==> src/rtl/catmull_rom_path_follower_macros.svh <==
// ----------------------------------------------------------------------------
// catmull rom path follower assertion macros
// concurrent assertion helpers, empty when SYNTH is defined
// ----------------------------------------------------------------------------
`ifndef CATMULL_ROM_PATH_FOLLOWER_MACROS_SVH
`define CATMULL_ROM_PATH_FOLLOWER_MACROS_SVH
`ifndef SYNTH
`define CRPF_ASSERT(lbl, clk, rstn, expr) \
    lbl: assert property (@(posedge clk) disable iff (!rstn) (expr)) \
        else $error("crpf assertion failed");
`define CRPF_ASSERT_NEXT(lbl, clk, rstn, ante, cons) \
    lbl: assert property (@(posedge clk) disable iff (!rstn) (ante) |=> (cons)) \
        else $error("crpf assertion failed");
`else
`define CRPF_ASSERT(lbl, clk, rstn, expr)
`define CRPF_ASSERT_NEXT(lbl, clk, rstn, ante, cons)
`endif
`endif

==> src/rtl/crpf_pkg.sv <==
// ----------------------------------------------------------------------------
// crpf_pkg
// shared types and codes of the catmull rom path follower
// ----------------------------------------------------------------------------
package crpf_pkg;

    localparam logic [1:0] OP_WRITE   = 2'd0;
    localparam logic [1:0] OP_RESTART = 2'd1;
    localparam logic [1:0] OP_TICK    = 2'd2;

    localparam logic [1:0] KIND_ZERO  = 2'd0;
    localparam logic [1:0] KIND_POINT = 2'd1;
    localparam logic [1:0] KIND_CURVE = 2'd2;

    localparam logic [1:0] REG_NUM_POINTS  = 2'd0;
    localparam logic [1:0] REG_SPEED       = 2'd1;
    localparam logic [1:0] REG_TARGET_LEAD = 2'd2;

    // wide enough for the largest table size
    localparam int IDX_W = 8;
    localparam int T_W   = 18;
    localparam int PT_W  = 96;

    typedef struct packed {
        logic [1:0]         op;
        logic [3:0]         point_index;
        logic signed [31:0] coord_x;
        logic signed [31:0] coord_y;
        logic signed [31:0] coord_z;
        logic [15:0]        delta_time;
    } in_item_t;

    typedef struct packed {
        logic signed [31:0] cam_x;
        logic signed [31:0] cam_y;
        logic signed [31:0] cam_z;
        logic signed [31:0] aim_x;
        logic signed [31:0] aim_y;
        logic signed [31:0] aim_z;
        logic [3:0]         segment;
        logic               stopped;
    } out_item_t;

    typedef struct packed {
        logic [1:0]       kind;
        logic [IDX_W-1:0] addr;
        logic [IDX_W-1:0] seg;
        logic [T_W-1:0]   t;
        logic [T_W-1:0]   aim;
        logic             halted;
    } job_t;

endpackage

==> src/rtl/crpf_back.sv <==
// ----------------------------------------------------------------------------
// crpf_back
// fetches control points and evaluates the curve on one shared multiplier
// ----------------------------------------------------------------------------
`include "catmull_rom_path_follower_macros.svh"
module crpf_back #(
    parameter int MAX_POINTS = 16
) (
    input  logic                          clk,
    input  logic                          rst_n,
    input  logic                          q_empty,
    input  crpf_pkg::job_t                head_job,
    output logic                          pop,
    output logic                          busy,
    output logic [$clog2(MAX_POINTS)-1:0] ram_raddr,
    input  logic [crpf_pkg::PT_W-1:0]     ram_rdata,
    output logic                          out_valid,
    input  logic                          out_ready,
    output crpf_pkg::out_item_t           out_data
);
    import crpf_pkg::*;

    localparam int AW    = $clog2(MAX_POINTS);
    localparam int ACC_W = 44;
    localparam int PR_W  = ACC_W + T_W + 1;

    localparam logic [2:0] B_IDLE = 3'd0;
    localparam logic [2:0] B_READ = 3'd1;
    localparam logic [2:0] B_COEF = 3'd2;
    localparam logic [2:0] B_MUL  = 3'd3;
    localparam logic [2:0] B_SAT  = 3'd4;
    localparam logic [2:0] B_DONE = 3'd5;

    logic [2:0]              state_reg, state_next;
    job_t                    job_reg;
    logic [2:0]              rd_cnt_reg, rd_cnt_next;
    logic [1:0]              axis_reg, axis_next;
    logic                    tsel_reg, tsel_next;
    logic [1:0]              step_reg, step_next;
    logic [PT_W-1:0]         p_reg [4];
    logic signed [ACC_W-1:0] c_reg [4];
    logic signed [ACC_W-1:0] acc_reg;
    logic signed [31:0]      res_reg [6];
    logic                    out_valid_reg;
    out_item_t               out_reg;

    logic                    can_load;
    logic [2:0]              n_reads;
    logic signed [31:0]      q [4];
    logic signed [ACC_W-1:0] mul_a, addend, acc_half;
    logic [T_W-1:0]          tt;
    logic signed [PR_W-1:0]  prod;
    logic signed [31:0]      sat_val;
    logic [2:0]              res_idx;
    out_item_t               out_build;

    assign can_load  = !out_valid_reg || out_ready;
    assign n_reads   = (job_reg.kind == KIND_CURVE) ? 3'd4 : 3'd1;
    assign pop       = (state_reg == B_IDLE) && !q_empty;
    assign busy      = (state_reg != B_IDLE);
    assign ram_raddr = AW'(job_reg.addr + IDX_W'(rd_cnt_reg));

    always_comb
    begin
        for (int k = 0; k < 4; k++)
        begin
            case (axis_reg)
                2'd0:    q[k] = p_reg[k][95:64];
                2'd1:    q[k] = p_reg[k][63:32];
                default: q[k] = p_reg[k][31:0];
            endcase
        end
    end

    // horner step: acc = floor(a * t / 2^16) + c
    always_comb
    begin
        tt     = tsel_reg ? job_reg.aim : job_reg.t;
        mul_a  = (step_reg == 2'd0) ? c_reg[3] : acc_reg;
        case (step_reg)
            2'd0:    addend = c_reg[2];
            2'd1:    addend = c_reg[1];
            default: addend = c_reg[0];
        endcase
        prod     = mul_a * $signed({1'b0, tt});
        acc_half = acc_reg >>> 1;
        if (acc_half > ACC_W'(64'sd2147483647))
        begin
            sat_val = 32'sh7fffffff;
        end
        else if (acc_half < ACC_W'(-64'sd2147483648))
        begin
            sat_val = 32'sh80000000;
        end
        else
        begin
            sat_val = 32'(acc_half);
        end
        res_idx = tsel_reg ? (3'(axis_reg) + 3'd3) : 3'(axis_reg);
    end

    always_comb
    begin
        state_next  = state_reg;
        rd_cnt_next = rd_cnt_reg;
        axis_next   = axis_reg;
        tsel_next   = tsel_reg;
        step_next   = step_reg;
        case (state_reg)
            B_IDLE:
            begin
                rd_cnt_next = '0;
                axis_next   = '0;
                tsel_next   = 1'b0;
                step_next   = '0;
                if (!q_empty)
                begin
                    state_next = (head_job.kind == KIND_ZERO) ? B_DONE : B_READ;
                end
            end
            B_READ:
            begin
                rd_cnt_next = rd_cnt_reg + 3'd1;
                if (rd_cnt_reg == n_reads)
                begin
                    state_next = (job_reg.kind == KIND_CURVE) ? B_COEF : B_DONE;
                end
            end
            B_COEF: state_next = B_MUL;
            B_MUL:
            begin
                step_next = step_reg + 2'd1;
                if (step_reg == 2'd2)
                begin
                    state_next = B_SAT;
                end
            end
            B_SAT:
            begin
                step_next = '0;
                if (!tsel_reg)
                begin
                    tsel_next  = 1'b1;
                    state_next = B_MUL;
                end
                else
                begin
                    tsel_next = 1'b0;
                    axis_next = axis_reg + 2'd1;
                    state_next = (axis_reg == 2'd2) ? B_DONE : B_COEF;
                end
            end
            B_DONE:
            begin
                if (can_load)
                begin
                    state_next = B_IDLE;
                end
            end
            default: state_next = B_IDLE;
        endcase
    end

    always_comb
    begin
        out_build.segment = 4'(job_reg.seg);
        out_build.stopped = job_reg.halted;
        case (job_reg.kind)
            KIND_ZERO:
            begin
                out_build.cam_x = '0;
                out_build.cam_y = '0;
                out_build.cam_z = '0;
                out_build.aim_x = '0;
                out_build.aim_y = '0;
                out_build.aim_z = '0;
            end
            KIND_POINT:
            begin
                out_build.cam_x = p_reg[0][95:64];
                out_build.cam_y = p_reg[0][63:32];
                out_build.cam_z = p_reg[0][31:0];
                out_build.aim_x = p_reg[0][95:64];
                out_build.aim_y = p_reg[0][63:32];
                out_build.aim_z = p_reg[0][31:0];
            end
            default:
            begin
                out_build.cam_x = res_reg[0];
                out_build.cam_y = res_reg[1];
                out_build.cam_z = res_reg[2];
                out_build.aim_x = res_reg[3];
                out_build.aim_y = res_reg[4];
                out_build.aim_z = res_reg[5];
            end
        endcase
    end

    always_ff @(posedge clk or negedge rst_n)
    begin
        if (!rst_n)
        begin
            state_reg     <= B_IDLE;
            rd_cnt_reg    <= '0;
            axis_reg      <= '0;
            tsel_reg      <= 1'b0;
            step_reg      <= '0;
            out_valid_reg <= 1'b0;
        end
        else
        begin
            state_reg  <= state_next;
            rd_cnt_reg <= rd_cnt_next;
            axis_reg   <= axis_next;
            tsel_reg   <= tsel_next;
            step_reg   <= step_next;
            if (state_reg == B_DONE && can_load)
            begin
                out_valid_reg <= 1'b1;
            end
            else if (out_ready)
            begin
                out_valid_reg <= 1'b0;
            end
        end
    end

    always_ff @(posedge clk)
    begin
        if (pop)
        begin
            job_reg <= head_job;
        end
        if (state_reg == B_READ && rd_cnt_reg != 3'd0)
        begin
            p_reg[2'(rd_cnt_reg - 3'd1)] <= ram_rdata;
        end
        if (state_reg == B_COEF)
        begin
            c_reg[0] <= ACC_W'(q[1]) + ACC_W'(q[1]);
            c_reg[1] <= ACC_W'(q[2]) - ACC_W'(q[0]);
            c_reg[2] <= ACC_W'(q[0]) * 2 - ACC_W'(q[1]) * 5 + ACC_W'(q[2]) * 4 - ACC_W'(q[3]);
            c_reg[3] <= ACC_W'(q[1]) * 3 - ACC_W'(q[0]) - ACC_W'(q[2]) * 3 + ACC_W'(q[3]);
        end
        if (state_reg == B_MUL)
        begin
            acc_reg <= ACC_W'(prod >>> 16) + addend;
        end
        if (state_reg == B_SAT)
        begin
            res_reg[res_idx] <= sat_val;
        end
        if (state_reg == B_DONE && can_load)
        begin
            out_reg <= out_build;
        end
    end

    assign out_valid = out_valid_reg;
    assign out_data  = out_reg;

    `CRPF_ASSERT_NEXT(a_done_loads, clk, rst_n, state_reg == B_DONE && can_load,
        out_valid_reg && state_reg == B_IDLE)
endmodule

==> config.mk <==
export PLATFORM = sky130hd
export DESIGN_NAME = crpf_back
export DESIGN_NICKNAME = d
export VERILOG_FILES = /design/src/rtl/crpf_pkg.sv /design/src/rtl/crpf_back.sv
export VERILOG_INCLUDE_DIRS = /design/src /design/src/rtl
export SDC_FILE = /design/constraint.sdc
export NUM_CORES = 2
export LEC_CHECK = 0
export ABC_CLOCK_PERIOD_IN_PS = 9630
export BUFFER_PORTS_ARGS = -buffer_cell sky130_fd_sc_hd__buf_2
export CAP_MARGIN = 10
export CORE_MARGIN = 5
export CORE_UTILIZATION = 35
export DETAILED_ROUTE_END_ITERATION = 6
export PLACE_DENSITY = 0.62
export RECOVER_POWER = 25
export SLEW_MARGIN = 0
export SYNTH_ARGS = -nofsm -noshare
export SYNTH_HDL_FRONTEND = slang
export SYNTH_SLANG_ARGS = --single-unit
==> constraint.sdc <==
create_clock -name clk -period 9.63 [get_ports clk]
set_input_delay 1.926 -clock clk [delete_from_list [all_inputs] [get_ports clk]]
set_output_delay 1.926 -clock clk [all_outputs]
set_load 0.02 [all_outputs]
==> results.txt <==
Worst-Skew Late Latency: 0.74 ns
class of the worst hold path: reg2reg
Crit. End Element: flip-flop
post-synth top area share: 39.4%
Die Height: 478 microns
Max FO, Critical Path: 8
Multi-input gate area: 41400 sq um
CTS buffer count: 99
CTS Root Cell: clkbuf_16
initial antenna violation count: 19
I/O Buffers: 350
Setup Skew: 0.0560 ns
Fillers: 20300
GP Congestion: 0.932
Reg clk slew, reported paths: 0.07 ns
global-route usage over all layers: 18.8%
critical path's top delay family: adder cells
Hold-fix buffers, CTS: 0
area growth from synthesis to final layout: 17.9%
slowest stage delay, CP: 0.58 ns
Rel. slew slack: -153%
max-cap check violation count: 5
CTS tree: built
drt via density: 5.04
Cell Rows: 171
EDFF count, synth: 1006
Avg Inst Size Synth: 11.7 sq um
cell count after synthesis: 6546
status: finished with violations
Sequential Area: 30500 sq um
crit path launch type: flip-flop
first-pass GRT wire length: 333 mm
vias: 51900
main flop type after synthesis: edfxtp_1
worst-case clock buffer depth: 3
total grt overflow: 0
Tcrit/Tclk final: 98.6%
Crit Path Category: reg2reg
Post-DRT Antenna Nets: 0
Synth async-reset ratio: 1.18%
largest net degree at the start of global routing: 114
die area: 228000 sq um
Synth area leader: edfxtp_1
Routed WL: 217 mm
endpoints failing setup: 0
DP HPWL: 171 mm
residual DRC count: 0
Starting Density: 35.2%
DR pass1 iterations: 6
sequential-to-total area share from yosys stat: 39.8%
Slowest cell on crit path: fa_2
Synthesis Warnings: 0
Yosys cell types: 69
max reg flops: 384
layout net count: 8913
main area contributors after synthesis: edfxtp_1 (39%), fa_1 (25%), ha_1 (7.2%)
#FFs+latches synth: 1018
CP arrival: 9.93 ns
worst path buffer plus inverter count: 15
Sink Count: 1018
Die X: 478 microns
placeable core region: 217000 sq um
post-DR wirelength/cell: 21.1 microns
Post-Synthesis Cell Area: 76600 sq um
most used cell, CP: buf_4
Syn Nets: 8094
violated checks: capacitance limit, slew limit
RSZ-0062 raised after global routing: yes
count of final hold-check violations: 0
fin. max-slew vios: 228
Util after Layout: 41.5%
vias in the first global route: 55600
final worst path period need: 9.49 ns
# IOs: 359
actual slew at the worst max-slew pin: 3.79 ns
share of layout cells above drive strength 1: 16.2%
Clock H-tree levels: 3
Critical Path RT: 10.07 ns
initial drt markers: 3932
fmax: 0.105 GHz
layer usage:
metal | wire length, microns | track usage, % | share of wire (%) | vias to the layer above
li1 | - | - | - | 23300
met1 | 92300 | 25.5 | 43 | 26600
met2 | 101000 | 30.9 | 47 | 1782
met3 | 15700 | 3.43 | 7.2 | 314
met4 | 7310 | 5.62 | 3.4 | 18
met5 | 121 | 0 | 0.056 | -
worst paths after layout:
check / end / slack [ns] / startpoint / depth (start not counted)
hold / removal: out_data[3]$_DFFE_PP_ / 0.42 / job_reg[39]$_DFFE_PP_ / 0
min in group asynchronous: rd_cnt_reg[0]$_DFFE_PN0P_ / 1.20 / rst_n / 1
setup / recovery: acc_reg[35]$_DFFE_PP_ / 0.14 / step_reg[0]$_DFFE_PN0P_ / 46
hold reg to reg: out_data[3]$_DFFE_PP_ / 0.42 / job_reg[39]$_DFFE_PP_ / 0
max in group asynchronous: tsel_reg$_DFFE_PN0N_ / 7.90 / rst_n / 1
setup reg to reg: acc_reg[35]$_DFFE_PP_ / 0.14 / step_reg[0]$_DFFE_PN0P_ / 46
Yosys cell counts, types with 15 or more instances:
cell type and n:
o21bai_1 27, nor2b_1 28, mux2i_1 54, a31oi_1 15
nand2b_1 23, nand4_1 28, o21ai_0 101, xor2_1 53
xnor2_1 140, a22oi_1 35, nor3_1 27, nand2_1 504
o21a_1 71, a22o_1 321, a211oi_1 17, a21o_1 219
mux2_2 50, ha_1 438, a21oi_1 163, nand3_1 40
clkbuf_1 214, inv_1 1293, fa_1 955, nor2_1 539
edfxtp_1 1006, buf_1 19
cell type report:
type / count / area share [%]
Tap cell: 2854 / 3.96
Antenna cell: 8 / 0.0222
Inverter: 1293 / 5.38
Sequential cell: 1018 / 33.8
Clock buffer: 121 / 2.91
Clock inverter: 53 / 0.671
Multi-Input combinational cell: 4001 / 45.8
Timing Repair Buffer: 952 / 7.45
metrics by stage:
stage | setup TNS (ns) | cells | instance area (sq um) | hold WS, ns | setup WS, ns
after global placement | -2.98 | 10100 | 85800 | 0.401 | -0.511
after detailed placement | -3.61 | 10100 | 85800 | 0.409 | -0.549
after floorplan | 0 | 6546 | 76600 | 0.400 | 0.0210
final | 0 | 10300 | 90300 | 0.415 | 0.139
after CTS | 0 | 10300 | 89400 | 0.424 | 0.00249
after global routing | -1.43 | 10300 | 90200 | 0.435 | -0.263
logic make-up after synthesis:
kind of cell    count (synthesis)  synth area share [%]
buf+inv                      1527                  7.49
fa+ha+maj                    1393                  32.1
simple gates                 1249                  6.73
compound gates               1060                  10.1
flops                        1018                  39.8
xor+xnor                      193                  2.21
mux                           106                  1.49
what timing repair did:
| action | CTS | global route |
|---|---|---|
| gates resized for setup | 51 | 152 |
| setup endpoints to repair | 13 | 19 |
| hold endpoints to repair | 0 | 0 |
| cloned | 0 | 7 |
| pin swaps | 23 | 67 |
| setup buffers | 24 | 35 |
cells in the final DEF (no fill, tap or decap), types with 24 or more instances in the layout:
cell type | synthesis | final
ha_1 | 438 | 421
fa_1 | 955 | 945
o21bai_1 | 27 | 26
buf_2 | 1 | 235
clkbuf_16 | 0 | 106
nor2b_1 | 28 | 26
xnor2_1 | 140 | 138
nor3_1 | 27 | 24
nor2_1 | 539 | 529
o21a_1 | 71 | 71
nand2_1 | 504 | 501
xor2_1 | 53 | 50
a22o_1 | 321 | 321
inv_1 | 1293 | 1286
a22oi_1 | 35 | 35
a21o_1 | 219 | 218
nand3_1 | 40 | 39
clkbuf_1 | 214 | 136
mux2i_1 | 54 | 30
nand4_1 | 28 | 28
mux2_2 | 50 | 44
a21oi_1 | 163 | 138
buf_12 | 0 | 37
edfxtp_1 | 1006 | 1006
o21ai_0 | 101 | 82
buf_4 | 0 | 540
Power is left out: the tool's default activity adds up to more than one toggle a clock period on the data nets, which glitch-free logic cannot reach.
