==> src/rtl/catmull_rom_path_follower_macros.svh <==
// ----------------------------------------------------------------------------
// catmull rom path follower assertion macros
// concurrent assertion helpers, empty when SYNTH is defined
// ----------------------------------------------------------------------------
`ifndef CATMULL_ROM_PATH_FOLLOWER_MACROS_SVH
`define CATMULL_ROM_PATH_FOLLOWER_MACROS_SVH
`ifndef SYNTH
`define CRPF_ASSERT(lbl, clk, rstn, expr) \
    lbl: assert property (@(posedge clk) disable iff (!rstn) (expr)) \
        else $error("crpf assertion failed");
`define CRPF_ASSERT_NEXT(lbl, clk, rstn, ante, cons) \
    lbl: assert property (@(posedge clk) disable iff (!rstn) (ante) |=> (cons)) \
        else $error("crpf assertion failed");
`else
`define CRPF_ASSERT(lbl, clk, rstn, expr)
`define CRPF_ASSERT_NEXT(lbl, clk, rstn, ante, cons)
`endif
`endif

==> src/rtl/crpf_ram.sv <==
// ----------------------------------------------------------------------------
// crpf_ram
// generic simple dual port ram with registered read
// ----------------------------------------------------------------------------
module crpf_ram #(
    parameter int WIDTH = 32,
    parameter int DEPTH = 16
) (
    input  logic                     clk,
    input  logic                     we,
    input  logic [$clog2(DEPTH)-1:0] waddr,
    input  logic [WIDTH-1:0]         wdata,
    input  logic [$clog2(DEPTH)-1:0] raddr,
    output logic [WIDTH-1:0]         rdata
);
    logic [WIDTH-1:0] mem [DEPTH];

    always_ff @(posedge clk)
    begin
        if (we)
        begin
            mem[waddr] <= wdata;
        end
        rdata <= mem[raddr];
    end
endmodule

==> config.mk <==
export PLATFORM = sky130hd
export DESIGN_NAME = crpf_ram
export DESIGN_NICKNAME = d
export VERILOG_FILES = /design/src/rtl/catmull_rom_path_follower_macros.svh /design/src/rtl/crpf_ram.sv
export SDC_FILE = /design/constraint.sdc
export NUM_CORES = 1
export LEC_CHECK = 0
export BUFFER_PORTS_ARGS = -buffer_cell sky130_fd_sc_hd__buf_2
export CORE_MARGIN = 2
export CORE_UTILIZATION = 58
export CTS_BUF_LIST = sky130_fd_sc_hd__clkbuf_2
export CTS_CLUSTER_SIZE = 10
export DETAILED_ROUTE_END_ITERATION = 16
export PLACE_DENSITY = 0.88
export SYNTH_ARGS = -nofsm -noshare
export SYNTH_HDL_FRONTEND = slang
export SYNTH_SLANG_ARGS = --single-unit
==> constraint.sdc <==
create_clock -name clk -period 4.03 [get_ports clk]
set_clock_uncertainty 0.15 [all_clocks]
set_input_delay 0.6045 -clock clk [delete_from_list [all_inputs] [get_ports clk]]
set_output_delay 0.6045 -clock clk [all_outputs]
set_load 0.005 [all_outputs]
==> results of run 1 <==
-- final timing paths --
check	startpoint	end	slack, ns	cells past startpoint
worst max-delay path	waddr[2]	mem[2][8]	1.42	6
worst min-delay path	raddr[1]	rdata[4]	0.18	4
worst min register to register	mem[12][6]	rdata[6]	0.48	3
worst max register to register	mem[3][6]	rdata[6]	2.10	4
-- area by class of cell --
type	count	area share, %
sequential	544	70.9
multi-input combinational	251	16.6
timing repair buffer	141	4.67
clock buffer	185	4.10
tap	448	2.48
clock inverter	47	1.30
antenna	1	0.0111
-- cell usage in the layout (no fill, tap or decap) --
cell type / count
sky130_fd_sc_hd__nand2b_1: 2
sky130_fd_sc_hd__and2_2: 1
sky130_fd_sc_hd__nand3b_1: 2
sky130_fd_sc_hd__dfxtp_1: 32
sky130_fd_sc_hd__clkbuf_2: 185
sky130_fd_sc_hd__nor3_2: 4
sky130_fd_sc_hd__nand2_1: 33
sky130_fd_sc_hd__inv_2: 5
sky130_fd_sc_hd__dlygate4sd3_1: 37
sky130_fd_sc_hd__buf_12: 6
sky130_fd_sc_hd__buf_4: 26
sky130_fd_sc_hd__diode_2: 1
sky130_fd_sc_hd__edfxtp_1: 512
sky130_fd_sc_hd__a22oi_1: 64
sky130_fd_sc_hd__bufinv_16: 4
sky130_fd_sc_hd__clkinv_2: 4
sky130_fd_sc_hd__buf_2: 71
sky130_fd_sc_hd__nor2_4: 13
sky130_fd_sc_hd__clkinv_1: 32
sky130_fd_sc_hd__clkbuf_8: 1
sky130_fd_sc_hd__nand3_1: 1
sky130_fd_sc_hd__clkinvlp_4: 2
sky130_fd_sc_hd__nor2b_4: 2
sky130_fd_sc_hd__mux4_2: 128
sky130_fd_sc_hd__or3b_2: 1
-- worst max-delay path: cells and delay by family --
family | cells | cell delay, ns
buffers and inverters | 4 | 1.68
and+or+nand+nor | 2 | 0.82
-- metrics by stage --
| stage | power (mW) | hold slack (ns) | instances | util [%] | cell area [um^2] |
|---|---|---|---|---|---|
| 2_1_floorplan | 6.78 | 0.485 | 838 | - | 19900 |
| 3_3_place_gp | 7.00 | 0.497 | 1347 | 62.5 | 21000 |
| 3_5_place_dp | 7.04 | 0.503 | 1347 | 62.5 | 21000 |
| 4_1_cts | 10.6 | 0.0520 | 1616 | 67.2 | 22600 |
| 5_1_grt | 10.9 | 0.0959 | 1617 | 67.2 | 22600 |
| 6_report | 10.5 | 0.184 | 1617 | 67.2 | 22600 |
-- routing by layer --
metal	track usage [%]	vias up
met3	7.32	79
met4	9.62	0
met1	32.7	5088
met5	0	-
met2	39.7	615
li1	-	4126
-- cell families after synthesis --
| kind of cell | after synthesis |
|---|---|
| multiplexers | 128 |
| buffers and inverters | 43 |
| AND/OR/NAND/NOR | 59 |
| flip-flops | 544 |
| AO/OA/AOI/OAI | 64 |
-- flip-flops by register name, summed over array words and instances (netlist names) --
register / cells
mem: 512
rdata: 32
-- timing repair --
item / 4_1_cts / 5_1_grt
hold buffers: 37 / 0
endpoints found under the hold margin: 522 / 0
buffers inserted: 0 / 0
-- power groups by stage --
stage                     clock network (mW)  registers (mW)  logic (mW)
after global routing                    3.94            6.37       0.618
after global placement                     0            6.48       0.525
after detailed placement                   0            6.49       0.549
final                                   3.59            6.36       0.576
after CTS                               3.68            6.36       0.580
after floorplan                            0            6.48       0.304
==> metrics.txt, run 1 <==
outcome complete, no violations; CP endpoint kind flip-flop; max-slew headroom at the worst pin 31.4%; net switching fraction of the power 23.4%; fraction of the mapped netlist area in simple logic gates 1.27%; Routed met3 length 4.54 mm; leading cell type by number of instances after synthesis sky130_fd_sc_hd__edfxtp_1; Final Hold Vio Count 0; vias in the first global route 10500; total negative slack 0 ns; maximum number of pins on one net before global-route repair 51; part of the total power dissipated in the clock network 34.1%; share of post-route cells with drive strength above 1 38.8%; number of filler instances in the final layout 2077; sum of overflow across all layers after global routing 0; Critical Path Most Common Cell sky130_fd_sc_hd__dlygate4sd3_1; DRC violation count after routing 0; startpoint types primary input; first-pass GRT wire length 63.6 mm; Max rail drop VDD 0.222 mV; P_sw 2.46 mW; Die Span X 189 um; commonest register cell after synthesis sky130_fd_sc_hd__edfxtp_1; total via count after detailed routing 9908; post-CTS resize count 0; commonest cells in the synthesized netlist 512 x sky130_fd_sc_hd__edfxtp_1, 128 x sky130_fd_sc_hd__mux4_2, 64 x sky130_fd_sc_hd__a22oi_1; Synth Area in Compound Gates 2.42%; Port-buffer cells 73; part of the total power dissipated in sequential elements 60.4%; delay of the slowest cell on the worst path 0.64 ns; power density relative to cell area 466 nW/um^2; count of different cell masters after synthesis 18; top routing layer used met4; Final ANT Viol Nets 0; average wire per cell in the routed design 26.5 um; number of sinks on the clock net 544; Yosys warnings 0; first-pass iteration count of the detailed router 6; number of nets in the synthesized netlist 880; met2 wirelength from detailed routing 21.5 mm; CP Data Arrival Time 3.10 ns; library cell with the largest summed area after synthesis sky130_fd_sc_hd__edfxtp_1; wire length on met1 15.9 mm; async set or reset register ratio after synthesis 0%; routed via count divided by cell count 6.13; Final Slew Violations 0; register area 16000 um^2; register bit count reported by yosys 544; initial standard-cell utilization of the core 59.1%; Logic pwr share 5.5%; worst slack, placed 1.23 ns; post-synthesis sequential area ratio 80.7%; cell row count 67; CP max stage cell sky130_fd_sc_hd__dlygate4sd3_1; type of the worst setup path in2reg; Max H-tree Level 4; Data required, critical path 4.52 ns; TritonCTS clock tree built; post-synth top area share 77.4%; Final setup violation count 0; layout net count 1110; maximum fanout along the worst path 15; leading cell types by total area after synthesis sky130_fd_sc_hd__edfxtp_1 77%, sky130_fd_sc_hd__mux4_2 15%, sky130_fd_sc_hd__dfxtp_1 3.2%, sky130_fd_sc_hd__a22oi_1 2.4%, sky130_fd_sc_hd__nand2_1 0.62%; placer's final routability congestion estimate 0.742; post-detailed-routing wire length 42.9 mm; unrepaired setup endpoints after global routing false; Lkg Pwr 7.57 nW; CP Cell Sequence dlygate4sd3_1, buf_2, or3b_2, dlygate4sd3_1, nor2_4, buf_4; number of antenna violations at the first check in global routing 1; Final WS setup 1.42 ns; Detailed Place HPWL 23.1 mm; number of buffers inserted during clock tree synthesis 130; Achievable Freq 383 MHz; CTS Root Cell sky130_fd_sc_hd__clkbuf_2; core area 33600 um^2; Die ar. 35700 um^2; die height 189 um; Overall Global Routing Usage 24.8%; clock-pin slew of the registers on the worst-case setup and hold paths 0.11 ns; EDFF count, synth 512; Hold Path Class in2reg; adder-cell area share of the yosys netlist 0%; slew at the pin closest to its max-slew limit 1.03 ns; DRC violation total after the first TritonRoute iteration 1181; xor-xnor portion of the synthesized cell area 0%; Internal Dissipation 8.07 mW; min cycle time layout 2.61 ns; dominant combinational cell family by area after synthesis multiplexers; area taken by multi-input logic gates 3750 um^2; I/O pin total 74; layout overhead on the synthesized area 13.8%; post-synthesis mux area share 14.5%; post-synth design cell area 19900 um^2; CTS Buffer Depth 3; syn_area_per_cell 23.7 um^2; cell count after synthesis 838; count of maximum capacitance violations 0; period utilisation layout 64.8%; Worst-Skew Late Latency 1.01 ns
No activity file was read; power rests on OpenSTA's default activity.
==> run 2, diff against run 1 <==
--- a/config.mk
+++ b/config.mk
@@ -7,11 +7,11 @@
 export LEC_CHECK = 0
 export BUFFER_PORTS_ARGS = -buffer_cell sky130_fd_sc_hd__buf_2
 export CORE_MARGIN = 2
-export CORE_UTILIZATION = 58
+export CORE_UTILIZATION = 64
 export CTS_BUF_LIST = sky130_fd_sc_hd__clkbuf_2
 export CTS_CLUSTER_SIZE = 10
 export DETAILED_ROUTE_END_ITERATION = 16
-export PLACE_DENSITY = 0.88
+export PLACE_DENSITY = 0.92
 export SYNTH_ARGS = -nofsm -noshare
 export SYNTH_HDL_FRONTEND = slang
 export SYNTH_SLANG_ARGS = --single-unit
==> constraint.sdc (replaced) <==
create_clock -name clk -period 2.7 [get_ports clk]
set_clock_uncertainty 0.15 [all_clocks]
set_input_delay 0.405 -clock clk [delete_from_list [all_inputs] [get_ports clk]]
set_output_delay 0.405 -clock clk [all_outputs]
set_load 0.005 [all_outputs]
==> run 2 against run 1 <==
  * Wire length increased by 3.2%
  * Sequential cell count unchanged
  * Sequential share of layout area decreased by 0.58 points
  * Cell count decreased by 2.7%
  * Total power increased by 49%
  * Cell area increased by 0.83%
  * Clock-buffer cell count increased by 7
  * Largest power group unchanged
  * Utilization increased by 7.3 points
  * Via count increased by 2.0%
==> metrics.txt, run 2 (synthesis gave the netlist of run 1 again) <==
CP Cell Sequence dlygate4sd3_1, buf_2, nor2b_4, dlygate4sd3_1, a22oi_1, nand2_1, dlygate4sd3_1; I/O pin total 74 (unchanged); placed instance count 1300 (-3.5%); flip-flop count of the largest register, all copies and words added 512 (unchanged); critical path depth 7 (+1); outcome complete, no violations; power density relative to cell area 686 nW/um^2 (+47%); CTS Root Cell sky130_fd_sc_hd__clkbuf_2; period utilisation layout 87.5%; launching point of the worst reg2reg path mem[3][3]; Hold Path Class in2reg; final instance count without filler cells 1574 (-2.7%); cell row count 64 (-4.5%); top routing layer used met4; number of filler instances in the final layout 1634 (-21%); Routed met3 length 4.09 mm (-9.9%); maximum number of pins on one net before global-route repair 41 (-20%); leading registers by flop count mem x512, rdata x32; worst setup path startpoint raddr[3]; Achievable Freq 423 MHz; Final Slew Violations 0 (unchanged); Overall Global Routing Usage 28.1% (+3.3 points); number of antenna violations at the first check in global routing 1 (unchanged); unrepaired setup endpoints after global routing false; worst reg2reg endpoint rdata[3]; first-pass iteration count of the detailed router 6 (unchanged); critical path's top delay family buffers and inverters; maximum fanout along the worst path 8 (-7); post-CTS resize count 0 (unchanged); post-detailed-routing wire length 44.2 mm (+3.2%); CTS Buffer Depth 3 (unchanged); layout net count 1122 (+1.1%); Worst-Skew Late Latency 1.03 ns (+0.02 ns); startpoint types primary input; Die Span X 180 um (-4.7%); Detailed Place HPWL 23.5 mm (+1.7%); number of sinks on the clock net 544 (unchanged); placer's final routability congestion estimate 0.734 (-1.0%); Max H-tree Level 4 (unchanged); CP endpoint kind flip-flop; type of the worst setup path in2reg; met2 wirelength from detailed routing 23.3 mm (+8.4%); largest register by flop count mem; total via count after detailed routing 10100 (+2.0%); initial standard-cell utilization of the core 64.9% (+5.8 points); Final WS setup 0.339 ns (-1.08 ns); first-pass GRT wire length 66.2 mm (+4.2%); min cycle time layout 2.36 ns; Final ANT Viol Nets 0 (unchanged); cells on worst reg2reg path 4 (unchanged); die height 180 um (-4.7%); Worst R2R Setup Slack 0.68 ns (-1.42 ns); most frequent cells in the layout 512 x sky130_fd_sc_hd__edfxtp_1, 192 x sky130_fd_sc_hd__clkbuf_2, 128 x sky130_fd_sc_hd__mux4_2; vias in the first global route 10900 (+3.6%); Setup crit end rdata[21]; DRC violation total after the first TritonRoute iteration 1270 (+7.5%); TritonCTS clock tree built; sum of overflow across all layers after global routing 0 (unchanged); Port-buffer cells 73 (unchanged); average wire per cell in the routed design 28.1 um (+6.0%); slew at the pin closest to its max-slew limit 1.02 ns (-0.00507 ns); delay of the slowest cell on the worst path 0.90 ns (+0.26 ns); Buffers & Inverters on Critical Path 4 (unchanged); clock-pin slew of the registers on the worst-case setup and hold paths 0.11 ns (about the same); commonest non-fill, non-tap cell in the layout sky130_fd_sc_hd__edfxtp_1; Data required, critical path 3.45 ns (-1.07 ns); DRC violation count after routing 0 (unchanged); Lkg Pwr 7.65 nW (+1.0%); CP max stage cell sky130_fd_sc_hd__dlygate4sd3_1; CP Data Arrival Time 3.12 ns (+0.02 ns); number of buffers inserted during clock tree synthesis 130 (unchanged); Final Hold Vio Count 0 (unchanged); count of maximum capacitance violations 0 (unchanged); max-slew headroom at the worst pin 31.7% (+0.34 points); core area 30600 um^2 (-9.0%); wire length on met1 15.5 mm (-1.9%); Die ar. 32400 um^2 (-9.2%); Final setup violation count 0 (unchanged); Critical Path Most Common Cell sky130_fd_sc_hd__dlygate4sd3_1; layout overhead on the synthesized area 14.8%; routed via count divided by cell count 6.42 (+4.8%); start point of the worst hold path we; worst slack, placed 0.426 ns (-0.802 ns); share of post-route cells with drive strength above 1 39.4% (+0.64 points); Max rail drop VDD 0.481 mV (+120%)
## run 2: changes by cell type in the layout (fill, tap and decap cells not counted), sizes merged
cell	delta
buf	+5
bufinv	-3
clkinv	-12
clkbuf	+7
dlygate4sd3	+7
clkinvlp	+5
## run 2: metal layers
metal,vias to the layer above,track usage [%]
met5,-,0
met4,0,11.4
met3,99,6.41
met2,686,47.6
met1,5168,36.0
li1,4151,-
## run 2: worst min path at each step
stage	slack (ns)	cells after the start	to
2_1_floorplan	0.35	0	mem[0][0]
5_1_grt	0.07	2	mem[10][1]
4_1_cts	0.07	2	mem[2][2]
3_5_place_dp	0.51	3	rdata[11]
3_3_place_gp	0.50	3	rdata[7]
6_report	0.16	4	mem[12][27]
## run 2: power by group
group	internal [mW]	switching, mW	total, mW
clock network	2.02	3.22	5.24
registers	9.43	0.0712	9.50
logic	0.404	0.504	0.908
## run 2: layout make-up
type | instances | area (um^2) | area share [%]
sequential | 544 | 16000 | 70.3
multi-input combinational | 251 | 3770 | 16.6
antenna | 1 | 2.50 | 0.0110
timing repair buffer | 153 | 1330 | 5.81
clock buffer | 192 | 961 | 4.22
tap | 396 | 495 | 2.17
clock inverter | 37 | 216 | 0.950
## run 2: worst register-to-register path, cell delays in order, from the launching register on
cell	delay, ns
sky130_fd_sc_hd__edfxtp_1	0.41
sky130_fd_sc_hd__mux4_2	0.50
sky130_fd_sc_hd__a22oi_1	0.22
sky130_fd_sc_hd__dlygate4sd3_1	0.59
sky130_fd_sc_hd__nand2_1	0.06
## run 2: through the flow
stage	setup TNS [ns]	power [mW]	utilization, %	hold slack (ns)	instance area [um^2]
after floorplan	-17.58	10.1	-	0.354	19900
final	0	15.6	74.5	0.156	22800
after CTS	0	15.7	74.5	0.0734	22800
after global placement	0	10.5	69.2	0.499	21200
after detailed placement	0	10.5	69.2	0.513	21200
after global routing	0	16.2	74.5	0.0721	22800
## run 2: timing repair
item | CTS | global route
hold buffers | 44 | 0
buffers inserted | 0 | 0
hold endpoints to repair | 601 | 0
