[config.mk]
export PLATFORM = sky130hd
export DESIGN_NAME = crpf_front
export DESIGN_NICKNAME = d
export VERILOG_FILES = /design/src/rtl/crpf_pkg.sv /design/src/rtl/crpf_front.sv
export VERILOG_INCLUDE_DIRS = /design/src /design/src/rtl
export SDC_FILE = /design/constraint.sdc
export NUM_CORES = 1
export LEC_CHECK = 0
export ABC_CLOCK_PERIOD_IN_PS = 8150
export BUFFER_PORTS_ARGS = -buffer_cell sky130_fd_sc_hd__buf_2
export CAP_MARGIN = 20
export CORE_UTILIZATION = 30
export DETAILED_ROUTE_END_ITERATION = 10
export GPL_TIMING_DRIVEN = 1
export PLACE_DENSITY_LB_ADDON = 0.1
export SYNTH_ARGS = -nofsm -noshare
export SYNTH_HDL_FRONTEND = slang
export SYNTH_SLANG_ARGS = --single-unit
[constraint.sdc]
create_clock -name clk -period 8.15 [get_ports clk]
set_input_delay 0.4075 -clock clk [delete_from_list [all_inputs] [get_ports clk]]
set_output_delay 0.4075 -clock clk [all_outputs]
set_load 0.005 [all_outputs]
[src/rtl/catmull_rom_path_follower_macros.svh]
// ----------------------------------------------------------------------------
// catmull rom path follower assertion macros
// concurrent assertion helpers, empty when SYNTH is defined
// ----------------------------------------------------------------------------
`ifndef CATMULL_ROM_PATH_FOLLOWER_MACROS_SVH
`define CATMULL_ROM_PATH_FOLLOWER_MACROS_SVH
`ifndef SYNTH
`define CRPF_ASSERT(lbl, clk, rstn, expr) \
    lbl: assert property (@(posedge clk) disable iff (!rstn) (expr)) \
        else $error("crpf assertion failed");
`define CRPF_ASSERT_NEXT(lbl, clk, rstn, ante, cons) \
    lbl: assert property (@(posedge clk) disable iff (!rstn) (ante) |=> (cons)) \
        else $error("crpf assertion failed");
`else
`define CRPF_ASSERT(lbl, clk, rstn, expr)
`define CRPF_ASSERT_NEXT(lbl, clk, rstn, ante, cons)
`endif
`endif

[src/rtl/crpf_pkg.sv]
// ----------------------------------------------------------------------------
// crpf_pkg
// shared types and codes of the catmull rom path follower
// ----------------------------------------------------------------------------
package crpf_pkg;

    localparam logic [1:0] OP_WRITE   = 2'd0;
    localparam logic [1:0] OP_RESTART = 2'd1;
    localparam logic [1:0] OP_TICK    = 2'd2;

    localparam logic [1:0] KIND_ZERO  = 2'd0;
    localparam logic [1:0] KIND_POINT = 2'd1;
    localparam logic [1:0] KIND_CURVE = 2'd2;

    localparam logic [1:0] REG_NUM_POINTS  = 2'd0;
    localparam logic [1:0] REG_SPEED       = 2'd1;
    localparam logic [1:0] REG_TARGET_LEAD = 2'd2;

    // wide enough for the largest table size
    localparam int IDX_W = 8;
    localparam int T_W   = 18;
    localparam int PT_W  = 96;

    typedef struct packed {
        logic [1:0]         op;
        logic [3:0]         point_index;
        logic signed [31:0] coord_x;
        logic signed [31:0] coord_y;
        logic signed [31:0] coord_z;
        logic [15:0]        delta_time;
    } in_item_t;

    typedef struct packed {
        logic signed [31:0] cam_x;
        logic signed [31:0] cam_y;
        logic signed [31:0] cam_z;
        logic signed [31:0] aim_x;
        logic signed [31:0] aim_y;
        logic signed [31:0] aim_z;
        logic [3:0]         segment;
        logic               stopped;
    } out_item_t;

    typedef struct packed {
        logic [1:0]       kind;
        logic [IDX_W-1:0] addr;
        logic [IDX_W-1:0] seg;
        logic [T_W-1:0]   t;
        logic [T_W-1:0]   aim;
        logic             halted;
    } job_t;

endpackage

[src/rtl/crpf_front.sv]
// ----------------------------------------------------------------------------
// crpf_front
// accepts items, stores points, advances the path and classifies each tick
// ----------------------------------------------------------------------------
`include "catmull_rom_path_follower_macros.svh"
module crpf_front #(
    parameter int MAX_POINTS = 16
) (
    input  logic                          clk,
    input  logic                          rst_n,
    input  logic                          in_valid,
    output logic                          in_ready,
    input  crpf_pkg::in_item_t            in_data,
    input  logic [4:0]                    num_points,
    input  logic [23:0]                   speed,
    input  logic [15:0]                   target_lead,
    input  logic                          q_full,
    input  logic                          q_empty,
    input  logic                          back_busy,
    output logic                          push,
    output crpf_pkg::job_t                push_job,
    output logic                          ram_we,
    output logic [$clog2(MAX_POINTS)-1:0] ram_waddr,
    output logic [crpf_pkg::PT_W-1:0]     ram_wdata
);
    import crpf_pkg::*;

    localparam int AW = $clog2(MAX_POINTS);
    localparam int NW = $clog2(MAX_POINTS + 1);
    localparam logic [T_W-1:0] T_MAX = {T_W{1'b1}};

    localparam logic S_IDLE = 1'b0;
    localparam logic S_TICK = 1'b1;

    logic           state_reg, state_next;
    logic [AW-1:0]  seg_reg, seg_next;
    logic [T_W-1:0] t_reg, t_next;
    logic           halted_reg, halted_next;
    logic [23:0]    inc_reg;

    logic           accept;
    logic [NW-1:0]  n_act;
    logic [24:0]    t_sum;
    logic [T_W-1:0] t_sat;
    logic [T_W:0]   aim_sum;
    logic [T_W-1:0] aim_sat;
    logic [39:0]    prod;

    assign n_act = (32'(num_points) > MAX_POINTS) ? NW'(MAX_POINTS) : NW'(num_points);

    always_comb
    begin
        in_ready = 1'b0;
        if (state_reg == S_IDLE)
        begin
            case (in_data.op)
                OP_WRITE: in_ready = q_empty && !back_busy;
                OP_TICK:  in_ready = !q_full;
                default:  in_ready = 1'b1;
            endcase
        end
    end

    assign accept    = in_valid && in_ready;
    assign ram_we    = accept && (in_data.op == OP_WRITE) &&
                       (32'(in_data.point_index) < MAX_POINTS);
    assign ram_waddr = AW'(in_data.point_index);
    assign ram_wdata = {in_data.coord_x, in_data.coord_y, in_data.coord_z};
    assign prod      = 40'(speed) * 40'(in_data.delta_time);

    always_comb
    begin
        state_next  = state_reg;
        seg_next    = seg_reg;
        t_next      = t_reg;
        halted_next = halted_reg;
        push        = 1'b0;
        t_sum       = 25'(t_reg) + 25'(inc_reg);
        t_sat       = (t_sum > 25'(T_MAX)) ? T_MAX : t_sum[T_W-1:0];
        case (state_reg)
            S_IDLE:
            begin
                if (accept && in_data.op == OP_RESTART)
                begin
                    seg_next    = AW'(1);
                    t_next      = '0;
                    halted_next = 1'b0;
                end
                else if (accept && in_data.op == OP_TICK)
                begin
                    state_next = S_TICK;
                end
            end
            S_TICK:
            begin
                push       = 1'b1;
                state_next = S_IDLE;
                if (!halted_reg)
                begin
                    t_next = t_sat;
                    if (t_sat[T_W-1:16] != '0)
                    begin
                        if ((32'(seg_reg) + 3) < 32'(n_act))
                        begin
                            seg_next = seg_reg + AW'(1);
                            t_next   = t_sat - T_W'(65536);
                        end
                        else
                        begin
                            halted_next = 1'b1;
                        end
                    end
                end
            end
            default: state_next = S_IDLE;
        endcase
    end

    // classify the segment against the table size
    always_comb
    begin
        aim_sum         = (T_W+1)'(t_next) + (T_W+1)'(target_lead);
        aim_sat         = (aim_sum > (T_W+1)'(T_MAX)) ? T_MAX : aim_sum[T_W-1:0];
        push_job.seg    = IDX_W'(seg_next);
        push_job.t      = t_next;
        push_job.aim    = aim_sat;
        push_job.halted = halted_next;
        push_job.kind   = KIND_POINT;
        push_job.addr   = '0;
        if (n_act == '0)
        begin
            push_job.kind = KIND_ZERO;
        end
        else if (32'(seg_next) >= 32'(n_act))
        begin
            push_job.addr = IDX_W'(n_act - NW'(1));
        end
        else if (seg_next == '0)
        begin
            push_job.addr = '0;
        end
        else if ((32'(seg_next) + 2) >= 32'(n_act))
        begin
            push_job.addr = IDX_W'(seg_next);
        end
        else
        begin
            push_job.kind = KIND_CURVE;
            push_job.addr = IDX_W'(seg_next - AW'(1));
        end
    end

    always_ff @(posedge clk or negedge rst_n)
    begin
        if (!rst_n)
        begin
            state_reg  <= S_IDLE;
            seg_reg    <= AW'(1);
            t_reg      <= '0;
            halted_reg <= 1'b1;
        end
        else
        begin
            state_reg  <= state_next;
            seg_reg    <= seg_next;
            t_reg      <= t_next;
            halted_reg <= halted_next;
        end
    end

    always_ff @(posedge clk)
    begin
        if (accept)
        begin
            inc_reg <= prod[39:16];
        end
    end

    `CRPF_ASSERT(a_write_when_drained, clk, rst_n,
        !(accept && in_data.op == OP_WRITE) || (q_empty && !back_busy))
endmodule

==> tab_implementation.tex <==
\begin{tabular}{lr}
\hline
Metric & Value \\
\hline
\multicolumn{2}{l}{\textbf{Run status}} \\
\quad Outcome & complete, no violations \\
\multicolumn{2}{l}{\textbf{Timing}} \\
\quad Measured slew at the worst slew-check pin & 0.9448 ns \\
\quad Endpoints failing setup & 0 \\
\quad Setup Skew & 0.007149 ns \\
\quad FMAX & 0.1351 GHz \\
\quad Slew headroom & 36.84\% \\
\quad Total Negative Setup Slacks & 0 ns \\
\quad Max-slew violation count & 0 \\
\quad Post-route clock period utilization & 90.82\% \\
\quad Final Hold Vio Count & 0 \\
\quad Unrepaired setup endpoints after global routing & no \\
\quad Post-route worst hold slack & 0.09907 ns \\
\quad Final worst path period need & 7.402 ns \\
\multicolumn{2}{l}{\textbf{Detailed routing}} \\
\quad \# DRC & 0 \\
\quad Vias per std cell & 4.667 \\
\quad WL/cell & 17.40 um \\
\quad Post-DRT Antenna Nets & 0 \\
\quad Detailed Routing Iterations Pass 1 & 5 \\
\quad Detailed router's first-iteration violation count & 524 \\
\quad Vias after detailed routing & 12171 \\
\quad Wirelength, routed & 45370 um \\
\multicolumn{2}{l}{\textbf{Logic synthesis}} \\
\quad Cell type contributing the most total cell area after synthesis & sky130\_fd\_sc\_hd\_\_fa\_1 \\
\quad Summed instance area of the synthesized netlist & 0.01664 mm2 \\
\quad Proportion of synthesized flip-flops having asynchronous set or reset & 50.00\% \\
\quad Post-synth EDFFs & 24 \\
\quad Top flip-flop cell by instance count after synthesis & sky130\_fd\_sc\_hd\_\_edfxtp\_1 \\
\quad Top cell types by occurrence after synthesis & 331 x sky130\_fd\_sc\_hd\_\_inv\_1, 307 x sky130\_fd\_sc\_hd\_\_fa\_1, 302 x sky130\_fd\_sc\_hd\_\_nand2\_1 \\
\quad Biggest area contributors in the synthesized netlist & sky130\_fd\_sc\_hd\_\_fa\_1 37\%, sky130\_fd\_sc\_hd\_\_ha\_1 12\%, sky130\_fd\_sc\_hd\_\_inv\_1 7.5\% \\
\quad Cells after synthesis & 1911 \\
\quad Number of distinct standard cells referenced by the synthesized netlist & 62 \\
\quad Sequential area share after synthesis & 7.955\% \\
\quad Per-instance average area after synthesis & 8.707 um2 \\
\quad Portion of synthesized cell area occupied by the leading cell type & 36.94\% \\
\quad Most repeated cell in the gate-level netlist after synthesis & sky130\_fd\_sc\_hd\_\_inv\_1 \\
\quad Yosys Warn Count & 0 \\
\quad Synth Register Bits & 48 \\
\multicolumn{2}{l}{\textbf{Clocking}} \\
\quad Cts-stage hold buffer count & 0 \\
\quad Clock transition at the registers of the reported paths & 0.07 ns \\
\quad Later-pin clock latency in the skew report & 0.30 ns \\
\quad Post-cts sizing count & 0 \\
\quad Number of sinks handled by clock tree synthesis & 48 \\
\quad Cell at the root of the clock tree & sky130\_fd\_sc\_hd\_\_clkbuf\_16 \\
\quad Inserted Clock Buffers & 5 \\
\quad Buffers inserted by post-CTS timing repair & 0 \\
\quad Clock tree buffer depth & 2 \\
\quad Clock tree from TritonCTS & yes \\
\quad CTS H-tree depth & 2 \\
\multicolumn{2}{l}{\textbf{Power and ir drop}} \\
\quad P\_leak & 8.632 nW \\
\quad Peak supply drop & 0.3484 mV \\
\quad Pwr per Cell Area & 441.5 mW/mm2 \\
\quad Total power of the final layout & 0.007627 W \\
\multicolumn{2}{l}{\textbf{Global routing}} \\
\quad Number of antenna violations at the first check in global routing & 0 \\
\quad Total congestion overflow after global routing & 0 \\
\quad Vias in the first global route & 13058 \\
\quad Maximum number of pins on one net before global-route repair & 25 \\
\quad First-pass GRT wire length & 72720 um \\
\quad GR Util All Layers & 16.36\% \\
\multicolumn{2}{l}{\textbf{Worst setup path}} \\
\quad Worst Setup Start Kind & flip-flop \\
\quad Setup slack of the worst register-to-register path & 3.16 ns \\
\quad Critical path's largest stage delay & 0.64 ns \\
\quad Number of buffers and inverters on the critical path & 1 \\
\quad Number of cells on the critical path & 24 \\
\quad Maximum net fanout on the critical path & 21 \\
\quad Most Frequent Cell on Critical Path & sky130\_fd\_sc\_hd\_\_ha\_1 \\
\quad Critical-path cell list & ha\_1 -> and3\_2 -> nand4\_1 -> a211oi\_2 -> o21ai\_0 -> or4\_1 -> o2111ai\_1 -> a211o\_1 -> nor2\_1 -> ha\_1 -> a211oi\_1 -> nand2\_1 -> nand3\_1 -> o21ai\_0 -> ha\_1 -> ha\_1 -> nor2b\_1 -> o21ai\_0 -> nand2b\_1 -> a21oi\_1 -> mux2i\_1 -> a21oi\_1 -> a211oi\_1 -> buf\_2 \\
\quad Worst flop-to-flop path startpoint & t\_reg[9] \\
\quad Delay-heaviest family, CP & compound AO/OA/AOI/OAI gates \\
\quad Arrival time worst endpoint & 6.99 ns \\
\quad Cell type of the slowest stage on the worst timing path & sky130\_fd\_sc\_hd\_\_a211oi\_1 \\
\quad Terminus of the critical flop-to-flop path & seg\_reg[3] \\
\quad Number of cell instances on the worst register-to-register path & 13 \\
\quad Type of the worst setup path & reg2out \\
\quad CP required & 7.74 ns \\
\quad Worst Setup End Kind & primary output \\
\multicolumn{2}{l}{\textbf{Die}} \\
\quad Die Width & 237.5 um \\
\quad Top Ports & 327 \\
\quad Die Height & 237.5 um \\
\quad Floorplan core area & 0.05435 mm2 \\
\quad \# rows & 85 \\
\quad Effective utilization at floorplan & 30.62\% \\
\quad Die Outline Area & 0.05641 mm2 \\
\multicolumn{2}{l}{\textbf{Cells and area}} \\
\quad Filler cells & 5729 \\
\quad Ratio of cells with drive above 1 in the final layout & 8.351\% \\
\quad Max FFs per register & 24 \\
\quad Nets & 2507 \\
\quad Area grow syn2layout & 3.813\% \\
\multicolumn{2}{l}{\textbf{Place}} \\
\quad Global placement routability congestion & 0.8229 \\
\quad \# port buffers & 122 \\
\quad Post-DP HPWL & 36380 um \\
\multicolumn{2}{l}{\textbf{Worst hold path}} \\
\quad Classification of the worst-slack hold path & in2async \\
\multicolumn{2}{l}{\textbf{Job}} \\
\quad Number of maximum-capacitance constraint violations & 0 \\
\hline
\end{tabular}
## routing by layer
metal / share of wire, % / vias up / GRT usage [%] / wire [um]
met2: 43 / 284 / 25.90 / 19570
met5: 0 / - / 0 / 0
met1: 52 / 6128 / 24.50 / 23650
li1: - / 5738 / - / -
met3: 3.9 / 21 / 1.626 / 1785
met4: 0.81 / 0 / 2.248 / 366
## through the flow
step / worst slack (ns) / cells / area, um2 / utilization [%]
CTS: 0.6714 / 2606 / 17260 / 31.77
finish: 0.7484 / 2608 / 17270 / 31.79
global placement: 0.8393 / 2598 / 17120 / 31.50
global route: 0.07285 / 2607 / 17270 / 31.78
detailed placement: 0.7535 / 2598 / 17120 / 31.50
floorplan: 1.566 / 1914 / 16650 / -
## cells by family (layout without fill, tap and decap cells)
kind of cell,count (synthesis),count (layout),share of synthesized area (%)
muxes,5,5,0.3308
xor gates and xnor gates,54,54,2.842
other,1,5,0.02254
buffers and inverters,512,466,14.08
adders and majority gates,471,471,49.27
DFF,48,48,7.955
and+or+nand+nor,619,619,17.66
AOI/OAI and AO/OA,201,201,7.843
## how the worst max path moves through the flow
stage	startpoint	to	slack (ns)
after detailed placement	in_data[1]	inc_reg[22]	0.75
after floorplan	speed[12]	inc_reg[22]	1.57
after CTS	t_reg[9]	push_job[46]	0.67
after global placement	in_data[1]	inc_reg[22]	0.84
after global routing	t_reg[9]	push_job[47]	0.07
final	t_reg[9]	push_job[46]	0.75
## report_power, final
part           internal [W]  leakage (nW)  switching [W]  total [W]
clock              0.000115        0.0704      0.0000971   0.000212
sequential         0.000664         0.531      0.0000726   0.000736
combinational       0.00292          8.03        0.00376    0.00668
## placed cells by master, fill, tap and decap left out, types with 3 or more instances in the layout
cell type	synthesis	final
sky130_fd_sc_hd__inv_1	331	331
sky130_fd_sc_hd__fa_1	307	307
sky130_fd_sc_hd__nand2_1	302	302
sky130_fd_sc_hd__ha_1	164	164
sky130_fd_sc_hd__and2_1	146	146
sky130_fd_sc_hd__buf_2	0	122
sky130_fd_sc_hd__a21oi_1	56	56
sky130_fd_sc_hd__nor2_1	50	50
sky130_fd_sc_hd__o21ai_0	44	44
sky130_fd_sc_hd__nand3_1	37	37
sky130_fd_sc_hd__xnor2_1	33	33
sky130_fd_sc_hd__edfxtp_1	24	24
sky130_fd_sc_hd__a21o_1	23	23
sky130_fd_sc_hd__nor3_1	23	23
sky130_fd_sc_hd__dfrtp_1	22	22
sky130_fd_sc_hd__xor2_1	21	21
sky130_fd_sc_hd__o21a_1	15	15
sky130_fd_sc_hd__nand2b_1	13	13
sky130_fd_sc_hd__nor2b_1	13	13
sky130_fd_sc_hd__a211oi_1	10	10
sky130_fd_sc_hd__and3_1	8	8
sky130_fd_sc_hd__nand4_1	6	6
sky130_fd_sc_hd__or2_2	6	6
sky130_fd_sc_hd__a31oi_1	6	6
sky130_fd_sc_hd__o211ai_1	5	5
sky130_fd_sc_hd__clkbuf_16	0	5
sky130_fd_sc_hd__buf_4	108	5
sky130_fd_sc_hd__a211o_1	4	4
sky130_fd_sc_hd__a31o_2	4	4
sky130_fd_sc_hd__mux2i_1	4	4
sky130_fd_sc_hd__o31ai_1	4	4
sky130_fd_sc_hd__conb_1	1	4
sky130_fd_sc_hd__o2111ai_1	3	3
sky130_fd_sc_hd__nand3b_1	3	3
sky130_fd_sc_hd__o21bai_1	3	3
sky130_fd_sc_hd__a41oi_1	3	3
## worst reg2reg max path: stages (launching register included)
cell and delay (ns):
sky130_fd_sc_hd__dfrtp_1 0.40, sky130_fd_sc_hd__ha_1 0.40, sky130_fd_sc_hd__and3_2 0.25, sky130_fd_sc_hd__nand4_1 0.15, sky130_fd_sc_hd__a211oi_2 0.49, sky130_fd_sc_hd__o21ai_0 0.24
sky130_fd_sc_hd__or4_1 0.44, sky130_fd_sc_hd__o2111ai_1 0.09, sky130_fd_sc_hd__a211o_1 0.54, sky130_fd_sc_hd__nor2_1 0.12, sky130_fd_sc_hd__ha_1 0.30, sky130_fd_sc_hd__a211oi_1 0.64
sky130_fd_sc_hd__nand4_1 0.20, sky130_fd_sc_hd__o21ai_1 0.55
## layout make-up
cell class	instances	area, um2	share of cell area [%]
inverter	331	1242	7.193
antenna	1	2.502	0.01449
tap	739	924.6	5.353
multi-input combinational	1354	12990	75.17
sequential	48	1324	7.663
clock buffer	5	125.1	0.7243
clock inverter	3	22.52	0.1304
timing repair buffer	127	648.1	3.752
Power figures use the tool's default switching activity.
